**src/rtl/cfd_pkg.sv**
```systemverilog
// ----------------------------------------------------------------------------
// cfd_pkg
// Types and codes shared by the command frame deframer modules.
// ----------------------------------------------------------------------------
`default_nettype none

package cfd_pkg;

  // Byte class tags
  typedef enum logic [2:0] {
    KIND_ID_LO   = 3'd0,
    KIND_ID_HI   = 3'd1,
    KIND_OP_LEN  = 3'd2,
    KIND_OP      = 3'd3,
    KIND_PAYLOAD = 3'd4,
    KIND_DISCARD = 3'd5
  } kind_t;

  // Frame status codes
  typedef enum logic [2:0] {
    ST_OK     = 3'd0,
    ST_SHORT  = 3'd1,
    ST_BADLEN = 3'd2,
    ST_TRUNC  = 3'd3,
    ST_OVER   = 3'd4
  } status_t;

  // Parse phase, one-hot
  typedef enum logic [5:0] {
    PH_ID_LO   = 6'b000001,
    PH_ID_HI   = 6'b000010,
    PH_OPLEN   = 6'b000100,
    PH_OP      = 6'b001000,
    PH_PAYLOAD = 6'b010000,
    PH_DISCARD = 6'b100000
  } phase_t;

  localparam int unsigned PLEN_W = 10;
  localparam int unsigned PLEN_CAP = 1023;

  typedef struct packed {
    logic [7:0] in_byte;
    logic       last_byte;
  } in_item_t;

  typedef struct packed {
    logic [7:0]        out_byte;
    kind_t             byte_kind;
    logic              frame_end;
    status_t           frame_status;
    logic [15:0]       frame_id;
    logic [7:0]        op_length;
    logic [PLEN_W-1:0] payload_length;
  } out_item_t;

endpackage : cfd_pkg

`default_nettype wire

```
**src/rtl/command_frame_deframer.sv**
```systemverilog
// ----------------------------------------------------------------------------
// command_frame_deframer
// Byte-wise command frame parser with per-byte class tags and frame summary.
// ----------------------------------------------------------------------------
// Accepts one frame byte per clock while not stalled and returns one result
// per byte: the input register feeds the phase logic, whose output loads
// the result register. Throughput is one byte per cycle when unstalled, set by
// the combinational phase update and length compare between
// those two registers; the input stalls only while both registers hold data
// and the consumer stalls. Frame id, op length, payload length and status are
// reported on the result carrying frame_end and read zero on other results.
// ----------------------------------------------------------------------------
`default_nettype none

module command_frame_deframer
  import cfd_pkg::*;
#(
  parameter int unsigned MAX_OP_LEN  = 15,
  parameter int unsigned MAX_PAYLOAD = 512
) (
  input  wire logic     clk,
  input  wire logic     rst,
  input  wire logic     item_valid,
  output logic          item_stall,
  input  wire in_item_t item,
  output logic          result_valid,
  input  wire logic     result_stall,
  output out_item_t     result
);

  localparam int unsigned BOUND_INT = (MAX_PAYLOAD > PLEN_CAP) ? PLEN_CAP : MAX_PAYLOAD;

  logic      s1_valid;
  in_item_t  s1_item;
  logic      out_busy;
  logic      fire;
  out_item_t parsed;

  cfd_in_stage u_in_stage (
    .clk      (clk),
    .rst      (rst),
    .up_valid (item_valid),
    .up_stall (item_stall),
    .up_item  (item),
    .hold     (out_busy),
    .valid    (s1_valid),
    .item     (s1_item)
  );

  // A held byte moves on whenever the result register can take it
  assign fire = s1_valid && !out_busy;

  cfd_parser #(
    .MAX_OP_LEN  (MAX_OP_LEN),
    .MAX_PAYLOAD (MAX_PAYLOAD)
  ) u_parser (
    .clk    (clk),
    .rst    (rst),
    .fire   (fire),
    .item   (s1_item),
    .result (parsed)
  );

  cfd_out_stage u_out_stage (
    .clk       (clk),
    .rst       (rst),
    .load      (s1_valid),
    .load_item (parsed),
    .busy      (out_busy),
    .valid     (result_valid),
    .stall     (result_stall),
    .item      (result)
  );

  // Input stalls only when the input register is full and blocked
  a_stall_needs_full: assert property (@(posedge clk) disable iff (rst)
    item_stall |-> (s1_valid && result_valid && result_stall))
    else $error("input stalled without a blocked pipeline");

  // Summary fields stay clear away from the frame end
  a_summary_clear: assert property (@(posedge clk) disable iff (rst)
    (result_valid && !result.frame_end) |->
      (result.frame_status == ST_OK && result.frame_id == 16'h0000 &&
       result.op_length == 8'h00 && result.payload_length == '0))
    else $error("frame summary outside frame end");

  // Short header reports no id or lengths
  a_short_header: assert property (@(posedge clk) disable iff (rst)
    (result_valid && result.frame_end && result.frame_status == ST_SHORT) |->
      (result.frame_id == 16'h0000 && result.payload_length == '0))
    else $error("short header carries id or length");

  // Payload count never exceeds its bound
  a_payload_bound: assert property (@(posedge clk) disable iff (rst)
    result_valid |-> (result.payload_length <= PLEN_W'(BOUND_INT)))
    else $error("payload length above bound");

endmodule : command_frame_deframer

`default_nettype wire

```
**src/rtl/cfd_in_stage.sv**
```systemverilog
// ----------------------------------------------------------------------------
// cfd_in_stage
// Input register: captures one byte transaction and holds it while the
// result register downstream is blocked.
// ----------------------------------------------------------------------------
`default_nettype none

module cfd_in_stage
  import cfd_pkg::*;
(
  input  wire logic     clk,
  input  wire logic     rst,
  input  wire logic     up_valid,
  output logic          up_stall,
  input  wire in_item_t up_item,
  input  wire logic     hold,
  output logic          valid,
  output in_item_t      item
);

  // Block the upstream side only while a captured byte cannot move on
  assign up_stall = valid && hold;

  // Advance the valid flag whenever the held byte is free to leave
  always_ff @(posedge clk) begin
    if (rst) begin
      valid <= 1'b0;
    end else if (!up_stall) begin
      valid <= up_valid;
    end
  end

  // Capture payload on an accepted transaction
  always_ff @(posedge clk) begin
    if (up_valid && !up_stall) begin
      item <= up_item;
    end
  end

endmodule : cfd_in_stage

`default_nettype wire

```
**src/rtl/cfd_parser.sv**
```systemverilog
// ----------------------------------------------------------------------------
// cfd_parser
// Frame parse state and the single-pass classification of one byte,
// including the frame summary reported on the final byte.
// ----------------------------------------------------------------------------
`default_nettype none

module cfd_parser
  import cfd_pkg::*;
#(
  parameter int unsigned MAX_OP_LEN  = 15,
  parameter int unsigned MAX_PAYLOAD = 512
) (
  input  wire logic     clk,
  input  wire logic     rst,
  input  wire logic     fire,
  input  wire in_item_t item,
  output out_item_t     result
);

  localparam int unsigned OPW = $clog2(MAX_OP_LEN + 1);
  localparam int unsigned BOUND_INT = (MAX_PAYLOAD > PLEN_CAP) ? PLEN_CAP : MAX_PAYLOAD;
  localparam logic [PLEN_W-1:0] PAYLOAD_BOUND = PLEN_W'(BOUND_INT);
  localparam logic [7:0] OP_LEN_MAX = 8'(MAX_OP_LEN);

  phase_t            phase, phase_next;
  logic [15:0]       id_reg, id_next;
  logic [7:0]        olen_reg, olen_next;
  logic [OPW-1:0]    left_reg, left_next, left_dec;
  logic [PLEN_W-1:0] count_reg, count_next;
  status_t           err_reg, err_next;
  kind_t             kind;
  logic [7:0]        b;
  logic              last;

  assign b    = item.in_byte;
  assign last = item.last_byte;
  assign left_dec = (left_reg != '0) ? left_reg - OPW'(1) : left_reg;

  // Classify the byte and work out the next parse state
  always_comb begin
    phase_next = phase;
    id_next    = id_reg;
    olen_next  = olen_reg;
    left_next  = left_reg;
    count_next = count_reg;
    err_next   = err_reg;
    kind       = KIND_DISCARD;
    unique case (phase)
      PH_ID_LO: begin
        kind       = KIND_ID_LO;
        id_next    = {8'h00, b};
        phase_next = PH_ID_HI;
        if (last) err_next = ST_SHORT;
      end
      PH_ID_HI: begin
        kind       = KIND_ID_HI;
        id_next    = {b, id_reg[7:0]};
        phase_next = PH_OPLEN;
        if (last) err_next = ST_SHORT;
      end
      PH_OPLEN: begin
        kind      = KIND_OP_LEN;
        olen_next = b;
        if (b == 8'h00 || b > OP_LEN_MAX) begin
          err_next   = ST_BADLEN;
          phase_next = PH_DISCARD;
        end else begin
          left_next  = b[OPW-1:0];
          phase_next = PH_OP;
          if (last) err_next = ST_TRUNC;
        end
      end
      PH_OP: begin
        kind      = KIND_OP;
        left_next = left_dec;
        if (left_dec == '0) begin
          phase_next = PH_PAYLOAD;
        end else if (last) begin
          err_next = ST_TRUNC;
        end
      end
      PH_PAYLOAD: begin
        if (count_reg >= PAYLOAD_BOUND) begin
          kind       = KIND_DISCARD;
          count_next = PAYLOAD_BOUND;
          err_next   = ST_OVER;
          phase_next = PH_DISCARD;
        end else begin
          kind       = KIND_PAYLOAD;
          count_next = count_reg + PLEN_W'(1);
        end
      end
      PH_DISCARD: begin
        kind = KIND_DISCARD;
      end
      default: begin
        kind = KIND_DISCARD;
      end
    endcase
  end

  // Build the result; the frame summary is shown on the final byte only
  always_comb begin
    result                = '0;
    result.out_byte       = b;
    result.byte_kind      = kind;
    result.frame_end      = last;
    result.frame_status   = ST_OK;
    if (last) begin
      result.frame_status = err_next;
      if (err_next != ST_SHORT) begin
        result.frame_id  = id_next;
        result.op_length = olen_next;
      end
      if (err_next == ST_OK || err_next == ST_OVER) begin
        result.payload_length = count_next;
      end
    end
  end

  // Update parse state per transaction; clear it after the final byte
  always_ff @(posedge clk) begin
    if (rst || (fire && last)) begin
      phase     <= PH_ID_LO;
      id_reg    <= '0;
      olen_reg  <= '0;
      left_reg  <= '0;
      count_reg <= '0;
      err_reg   <= ST_OK;
    end else if (fire) begin
      phase     <= phase_next;
      id_reg    <= id_next;
      olen_reg  <= olen_next;
      left_reg  <= left_next;
      count_reg <= count_next;
      err_reg   <= err_next;
    end
  end

endmodule : cfd_parser

`default_nettype wire

```
**src/rtl/cfd_out_stage.sv**
```systemverilog
// ----------------------------------------------------------------------------
// cfd_out_stage
// Result register: holds one classified byte until the consumer takes it.
// ----------------------------------------------------------------------------
`default_nettype none

module cfd_out_stage
  import cfd_pkg::*;
(
  input  wire logic      clk,
  input  wire logic      rst,
  input  wire logic      load,
  input  wire out_item_t load_item,
  output logic           busy,
  output logic           valid,
  input  wire logic      stall,
  output out_item_t      item
);

  // Full and blocked: nothing new may enter this cycle
  assign busy = valid && stall;

  // Refill or drain whenever the consumer is not stalling a held result
  always_ff @(posedge clk) begin
    if (rst) begin
      valid <= 1'b0;
    end else if (!busy) begin
      valid <= load;
    end
  end

  // Capture a new result
  always_ff @(posedge clk) begin
    if (load && !busy) begin
      item <= load_item;
    end
  end

endmodule : cfd_out_stage

`default_nettype wire

```
**config.mk**
```make
export PLATFORM = sky130hd
export DESIGN_NAME = command_frame_deframer
export DESIGN_NICKNAME = d
export VERILOG_FILES = /design/src/rtl/cfd_pkg.sv /design/src/rtl/command_frame_deframer.sv /design/src/rtl/cfd_in_stage.sv /design/src/rtl/cfd_parser.sv /design/src/rtl/cfd_out_stage.sv
export SDC_FILE = /design/constraint.sdc
export NUM_CORES = 1
export LEC_CHECK = 0
export BUFFER_PORTS_ARGS = -buffer_cell sky130_fd_sc_hd__buf_2
export CAP_MARGIN = 20
export CORE_MARGIN = 1
export CORE_UTILIZATION = 53
export CTS_BUF_LIST = sky130_fd_sc_hd__clkbuf_8 sky130_fd_sc_hd__clkbuf_16
export CTS_CLUSTER_SIZE = 10
export DETAILED_ROUTE_END_ITERATION = 16
export PLACE_DENSITY = 0.83
export SKIP_CTS_REPAIR_TIMING = 1
export SYNTH_ARGS = -nofsm -noshare
export SYNTH_HDL_FRONTEND = slang
export SYNTH_SLANG_ARGS = --single-unit
export TNS_END_PERCENT = 1
```
**constraint.sdc**
```tcl
create_clock -name clk -period 3.25 [get_ports clk]
set_input_delay 0.975 -clock clk [delete_from_list [all_inputs] [get_ports clk]]
set_output_delay 0.975 -clock clk [all_outputs]
set_load 0.03 [all_outputs]
```
## Yosys cells after proc, flatten, opt, wreduce, memory -nomap -nowiden

Cells that the tools add are included.

| storage, ports and cells | value |
|---|---|
| register bits after elaboration | 107 |
| bits of input ports | 13 |
| output and inout bits | 51 |
| word-level logic and storage cells | 71 |

| cells by class | value |
|---|---|
| add/subtract/negate cells | 2 |
| $lt $le $gt $ge | 2 |
| equal/unequal tests | 10 |
| multiplexer cells | 19 |
| reduce and logical (&&, ||, !) cells | 21 |

Operators with widths:

| cell | number |
|---|---|
| case mux 16 bit (2 select lines) | 1 |
| case mux 6 bit (5 select lines) | 1 |
| two-way mux 10 bit | 2 |
| two-way mux 6 bit | 3 |
| two-way mux 3 bit | 5 |
| case mux 3 bit (5 select lines) | 1 |
| case mux 3 bit (4 select lines) | 1 |
| adder 10 x 1 -> 10 bit (second input constant) | 1 |
| greater-or-equal comparator 10 bit (second input constant) | 1 |
| greater-than comparator 8 x 4 -> 1 bit (second input constant) | 1 |
| zero test 8 bit | 1 |
| two-way mux 4 bit | 2 |
| two-way mux 8 bit | 1 |
| case mux 4 bit (2 select lines) | 1 |
| equality test 6 x 1 -> 1 bit (second input constant) | 1 |
| equality test 6 x 2 -> 1 bit (second input constant) | 1 |
| equality test 6 x 3 -> 1 bit (second input constant) | 1 |
| equality test 6 x 4 -> 1 bit (second input constant) | 1 |
| equality test 6 x 5 -> 1 bit (second input constant) | 1 |
| logical AND 1 bit | 5 |
| nonzero test 5 bit | 1 |
| zero test 4 bit | 1 |
| inequality test 2 x 1 -> 1 bit (second input constant) | 2 |
| AND reduction 2 bit | 2 |
| 13 further kinds | 16 |

## Longest topological paths before layout

| depth | value |
|---|---|
| depth after elaboration | 8 |
| gate-level depth with buffers | 9 |
| gate-level depth less buffers | 7 |

## Cells and area by module

Synthesis repeated with hierarchy kept, for this count alone.

| second synthesis, totals | value |
|---|---|
| cells, all modules | 483 |
| area, all modules | 4927.2 um2 |

By module, submodules not included:

| module | instances | cells an instance | area an instance (um2) | sequential area each (um2) |
|---|---|---|---|---|
| cfd_parser | 1 | 414 | 3079.2 | 940.9 |
| cfd_out_stage | 1 | 54 | 1517.7 | 1491.4 |
| cfd_in_stage | 1 | 14 | 316.6 | 290.3 |
| command_frame_deframer | 1 | 1 | 13.8 | 0.0 |

## Least setup slack after synthesis

Ideal clock, no wire load.

| path | value |
|---|---|
| path kind | input -> register |
| start point | input result_stall |
| end point | register u_out_stage.item[0] in the netlist's numbering, enable pin |
| library setup time | 0.432 ns |
| data arrival time | 2.781 ns |
| required time | 2.818 ns |
| slack | 0.037 ns |
| stages on the path | 4 |
| path buffers | 1 |
| cell sequence | nand2_1 > nand2_1 > clkinv_1 > clkbuf_1 |

| between the ends | value |
|---|---|
| word-level cells in the longest chain between the ends | 3 |

Ends and longest elaborated chain:

| element | line | RTL |
|---|---|---|
| from (decl) | command_frame_deframer.sv:27 | `input wire logic result_stall,` |
| logical AND 1 bit | cfd_out_stage.sv:21 | `assign busy = valid && stall;` |
| zero test 1 bit | n/a |  |
| logical AND 1 bit | n/a |  |
| named net fire | command_frame_deframer.sv:36 | `logic fire;` |
| to (signal assigned) | cfd_out_stage.sv:35 | `item <= load_item;` |
| to (decl) | cfd_out_stage.sv:17 | `output out_item_t item` |

The timed path passes the listed nets, and every way through them passes these cells.
A chain may end at the register's enable or synchronous reset.

## Final worst setup path

| path | value |
|---|---|
| start point | register u_parser.left_reg[0] |
| end point | register u_out_stage.item[19] in the netlist's numbering (data pin) |

| between the ends | value |
|---|---|
| word-level cells in the longest chain between the ends | 7 |
| elaborated cells on any way between the ends | 8 |
| classes of those cells | 1 x add/sub; 1 x eq/ne; 3 x mux; 3 x reduce/logical |

Ends and longest elaborated chain:

| element | line | RTL |
|---|---|---|
| from (decl) | cfd_parser.sv:29 | `logic [OPW-1:0] left_reg, left_next, left_dec;` |
| from (signal assigned) | cfd_parser.sv:135 | `left_reg <= left_next;` |
| subtractor 4 x 1 -> 4 bit / nonzero test 4 bit (equally long branches) | cfd_parser.sv:38 | `assign left_dec = (left_reg != '0) ? left_reg - OPW'(1) : left_reg;` |
| two-way mux 4 bit (*) | cfd_parser.sv:38 |  |
| zero test 4 bit (*) | cfd_parser.sv:77 | `if (left_dec == '0) begin` |
| two-way mux 3 bit (*) | cfd_parser.sv:77 |  |
| case mux 3 bit (4 select lines) (*) | cfd_parser.sv:49 | `unique case (phase)` |
| inequality test 3 x 1 -> 1 bit (*) | cfd_parser.sv:112 | `if (err_next != ST_SHORT) begin` |
| AND reduction 2 bit (no line) (*) | n/a |  |

Mark *: on every way between the ends. The rest lies on a longest branch, timed or not.

==> flow_metrics.env <==
export IMPL_worst_ep_required_time_ns=3.45
export IMPL_yosys_area_top_type="sky130_fd_sc_hd__edfxtp_1"
export IMPL_period_needed_ns=2.75
export IMPL_htree_levels=3
export IMPL_synth_top_family_by_area="compound AO/OA/AOI/OAI gates"
export IMPL_first_iter_violations=335
export IMPL_initial_antenna_violation_count=0
export IMPL_violations="DRC"
export IMPL_clkSlewWorstSetupHoldPaths_ns=0.11
export IMPL_outcome="complete, but fails checks"
export IMPL_synth_ff_type="sky130_fd_sc_hd__edfxtp_1"
export IMPL_synth_mux_area_share_pct=4.73
export IMPL_timing_setup_critical_path_class="register to register"
export IMPL_syn_inst=491
export IMPL_cts_tree="built"
export IMPL_ys_warnings=0
export IMPL_stdcell_area_sq_mm=0.00590
export IMPL_ys_async_sr_fraction_pct=0
export IMPL_gpl_final_weighted_congestion=0.924
export IMPL_final_max_slew_violation_count=0
export IMPL_worst_pin_slew_ns=0.828
export IMPL_length_of_the_first_detailed_routing_pass_in_iterations=12
export IMPL_fraction_of_the_mapped_netlist_area_in_adder_cells_pct=0.709
export IMPL_synth_distinct_cells=66
export IMPL_commonest_cells_after_routing_fill_and_taps_aside="sky130_fd_sc_hd__buf_2 (63), sky130_fd_sc_hd__edfxtp_1 (58), sky130_fd_sc_hd__nor2_1 (51)"
export IMPL_hold_slack_ns=0.455
export IMPL_hold_path_class="register to register"
export IMPL_numPortBuffers=63
export IMPL_first_global_vias=3832
export IMPL_synthDominantCellAreaShare_pct=32.9
export IMPL_final_setup_vio_count=0
export IMPL_route_vias_total=4108
export IMPL_slew_headroom_pct=44.7
export IMPL_ioPinCount=64
export IMPL_worst_endpoint_arrival_ns=2.95
export IMPL_fillerInstances=807
export IMPL_drt_antenna_violating_nets=0
export IMPL_critical_path_peak_fanout=24
export IMPL_placedInstanceArea_sq_mm=0.00569
export IMPL_place_worst_setup_slack_ns=0.538
export IMPL_largest_register_ff_count=49
export IMPL_place_detailed_hpwl_um=8630
export IMPL_tritoncts_num_buffers=9
export IMPL_starting_density_of_the_core_pct=54.4
export IMPL_wirelength_um=12200
export IMPL_basic_gate_share_of_the_synthesized_area_counting_and_or_nand_and_nor_cells_pct=17.5
export IMPL_synth_edf_count=58
export IMPL_start_kind="register"
export IMPL_power_mw=2.69
export IMPL_fin_cells=682
export IMPL_die_width_um=102
export IMPL_synth_yosys_seq_area_share_pct=51.4
export IMPL_final_period_utilization_pct=84.5
export IMPL_cts_root_buffer="sky130_fd_sc_hd__clkbuf_8"
export IMPL_post_synth_cell_area_avg_sq_um=10.8
export IMPL_clk_insertion_delay_late_ns=0.38
export IMPL_area_delta_synth_final_pct=11.4
export IMPL_routed_via_density=6.02
export IMPL_dieArea_sq_mm=0.0104
export IMPL_drt_wirelength_per_cell_um=17.9
export IMPL_p_per_area_mw_per_mm2=456
export IMPL_drt_drc_violations_left=1
export IMPL_grt_setup_unrepaired="false"
export IMPL_number_of_placed_cells_counting_well_taps=666
export IMPL_pin_count_of_the_biggest_net_entering_global_routing=26
export IMPL_diodes=0
export IMPL_static_leakage_nw=2.08
export IMPL_placementRows=36
export IMPL_cap_violations=0
export IMPL_groute_usage_overall_pct=24.7
export IMPL_ys_ff_latch=107
export IMPL_final_core_util_pct=60.6
export IMPL_setup_worst_path_end_class="register"
export IMPL_clock_sinks=107
export IMPL_finalHoldViolCount=0
export IMPL_final_common_cell="sky130_fd_sc_hd__buf_2"
export IMPL_chipHeight_um=102
export IMPL_nNetsFinal=560
export IMPL_design_core_area_sq_mm=0.00973
export IMPL_post_route_worst_setup_slack_ns=0.504
export IMPL_cell_area_after_synthesis_sq_mm=0.00529
export IMPL_fraction_of_final_layout_cells_sized_beyond_drive_strength_1_pct=26.4
export IMPL_wire_length_of_the_first_global_routing_pass_um=19600
export IMPL_clk_path_buf_depth=2
export IMPL_overflow=0
export IMPL_final_setup_skew_ns=0.0168
export IMPL_maxClockFrequency_ghz=0.364
export IMPL_compound_cell_area_share_of_the_yosys_netlist_pct=19.1
export IMPL_vdd_drop_max_mv=0.209
export IMPL_postSynthNetCount=507
export IMPL_synthXorXnorAreaFrac_pct=1.65
export IMPL_yosys_top_cells_area="sky130_fd_sc_hd__edfxtp_1 (33%), sky130_fd_sc_hd__dfxtp_1 (19%), sky130_fd_sc_hd__a211oi_2 (4.7%)"
export IMPL_tns_ns=0
-- critical path, stage by stage, from the launching register on --
cell and delay (ns):
sky130_fd_sc_hd__dfxtp_1 0.39, sky130_fd_sc_hd__inv_1 0.07, sky130_fd_sc_hd__ha_1 0.25, sky130_fd_sc_hd__nor2b_1 0.17, sky130_fd_sc_hd__or4_4 0.57, sky130_fd_sc_hd__a211oi_4 0.46
sky130_fd_sc_hd__a22oi_4 0.13, sky130_fd_sc_hd__buf_4 0.27, sky130_fd_sc_hd__a211oi_1 0.25
-- where the power goes --
group          internal [mW]  switching [mW]  total (mW)
Clock                  0.305           0.504       0.809
Combinational          0.114           0.263       0.377
Sequential              1.47          0.0346        1.50
-- synth_stat cells (3+ instances only) --
cell type                  instances
sky130_fd_sc_hd__nor4_2            5
sky130_fd_sc_hd__nor2_1           51
sky130_fd_sc_hd__nor4_1            9
sky130_fd_sc_hd__nand4_1          11
sky130_fd_sc_hd__a211oi_2         20
sky130_fd_sc_hd__buf_6             3
sky130_fd_sc_hd__xor2_1            7
sky130_fd_sc_hd__or2_2             3
sky130_fd_sc_hd__nand3_1          15
sky130_fd_sc_hd__and3_1            3
sky130_fd_sc_hd__ha_1              3
sky130_fd_sc_hd__buf_4             4
sky130_fd_sc_hd__dfxtp_1          49
sky130_fd_sc_hd__mux2i_1          25
sky130_fd_sc_hd__nor3_2            3
sky130_fd_sc_hd__nand2_1          31
sky130_fd_sc_hd__nor2b_1           6
sky130_fd_sc_hd__clkbuf_1         18
sky130_fd_sc_hd__or4_1             4
sky130_fd_sc_hd__buf_2             8
sky130_fd_sc_hd__nand2b_1          3
sky130_fd_sc_hd__a211oi_1          8
sky130_fd_sc_hd__nor3_1            6
sky130_fd_sc_hd__buf_1             3
sky130_fd_sc_hd__xnor2_1           3
sky130_fd_sc_hd__a22oi_1          17
sky130_fd_sc_hd__nor4_4            3
sky130_fd_sc_hd__inv_1            10
sky130_fd_sc_hd__o211ai_1          3
sky130_fd_sc_hd__o21ai_0          21
sky130_fd_sc_hd__a21oi_1          34
sky130_fd_sc_hd__edfxtp_1         58
sky130_fd_sc_hd__a21o_1            4
-- worst paths after layout --
kind	to	startpoint	slack, ns	cells after the start
hold / removal	u_parser.err_reg[0]	u_parser.err_reg[0]	0.46	2
setup reg to reg	u_out_stage.item[19]	u_parser.left_reg[0]	0.50	8
setup / recovery	u_out_stage.item[19]	u_parser.left_reg[0]	0.50	8
hold reg to reg	u_parser.err_reg[0]	u_parser.err_reg[0]	0.46	2
-- routing by layer --
metal / vias up / global-route usage, % / wire, um
met4: 0 / 9.12 / 265
li1: 1944 / - / -
met3: 22 / 3.63 / 632
met5: - / 0 / 0
met1: 1979 / 32.1 / 5150
met2: 163 / 42.2 / 6150
-- layout make-up --
class	instances	area (sq um)	area share, %
sequential	107	2720	46.2
clock inverter	7	80.1	1.36
tap	133	166	2.82
inverter	11	41.3	0.700
multi-input combinational	334	2310	39.2
timing repair buffer	81	450	7.64
clock buffer	9	124	2.10
-- kinds of logic after synthesis --
kind of cell             after synthesis
AND/OR/NAND/NOR                      165
AO/OA/AOI/OAI                        131
flip-flops                           107
buffers and inverters                 50
multiplexers                          25
XOR/XNOR                              10
adder cells (fa/ha/maj)                3
Note: power is estimated with default switching activity, not from simulation.
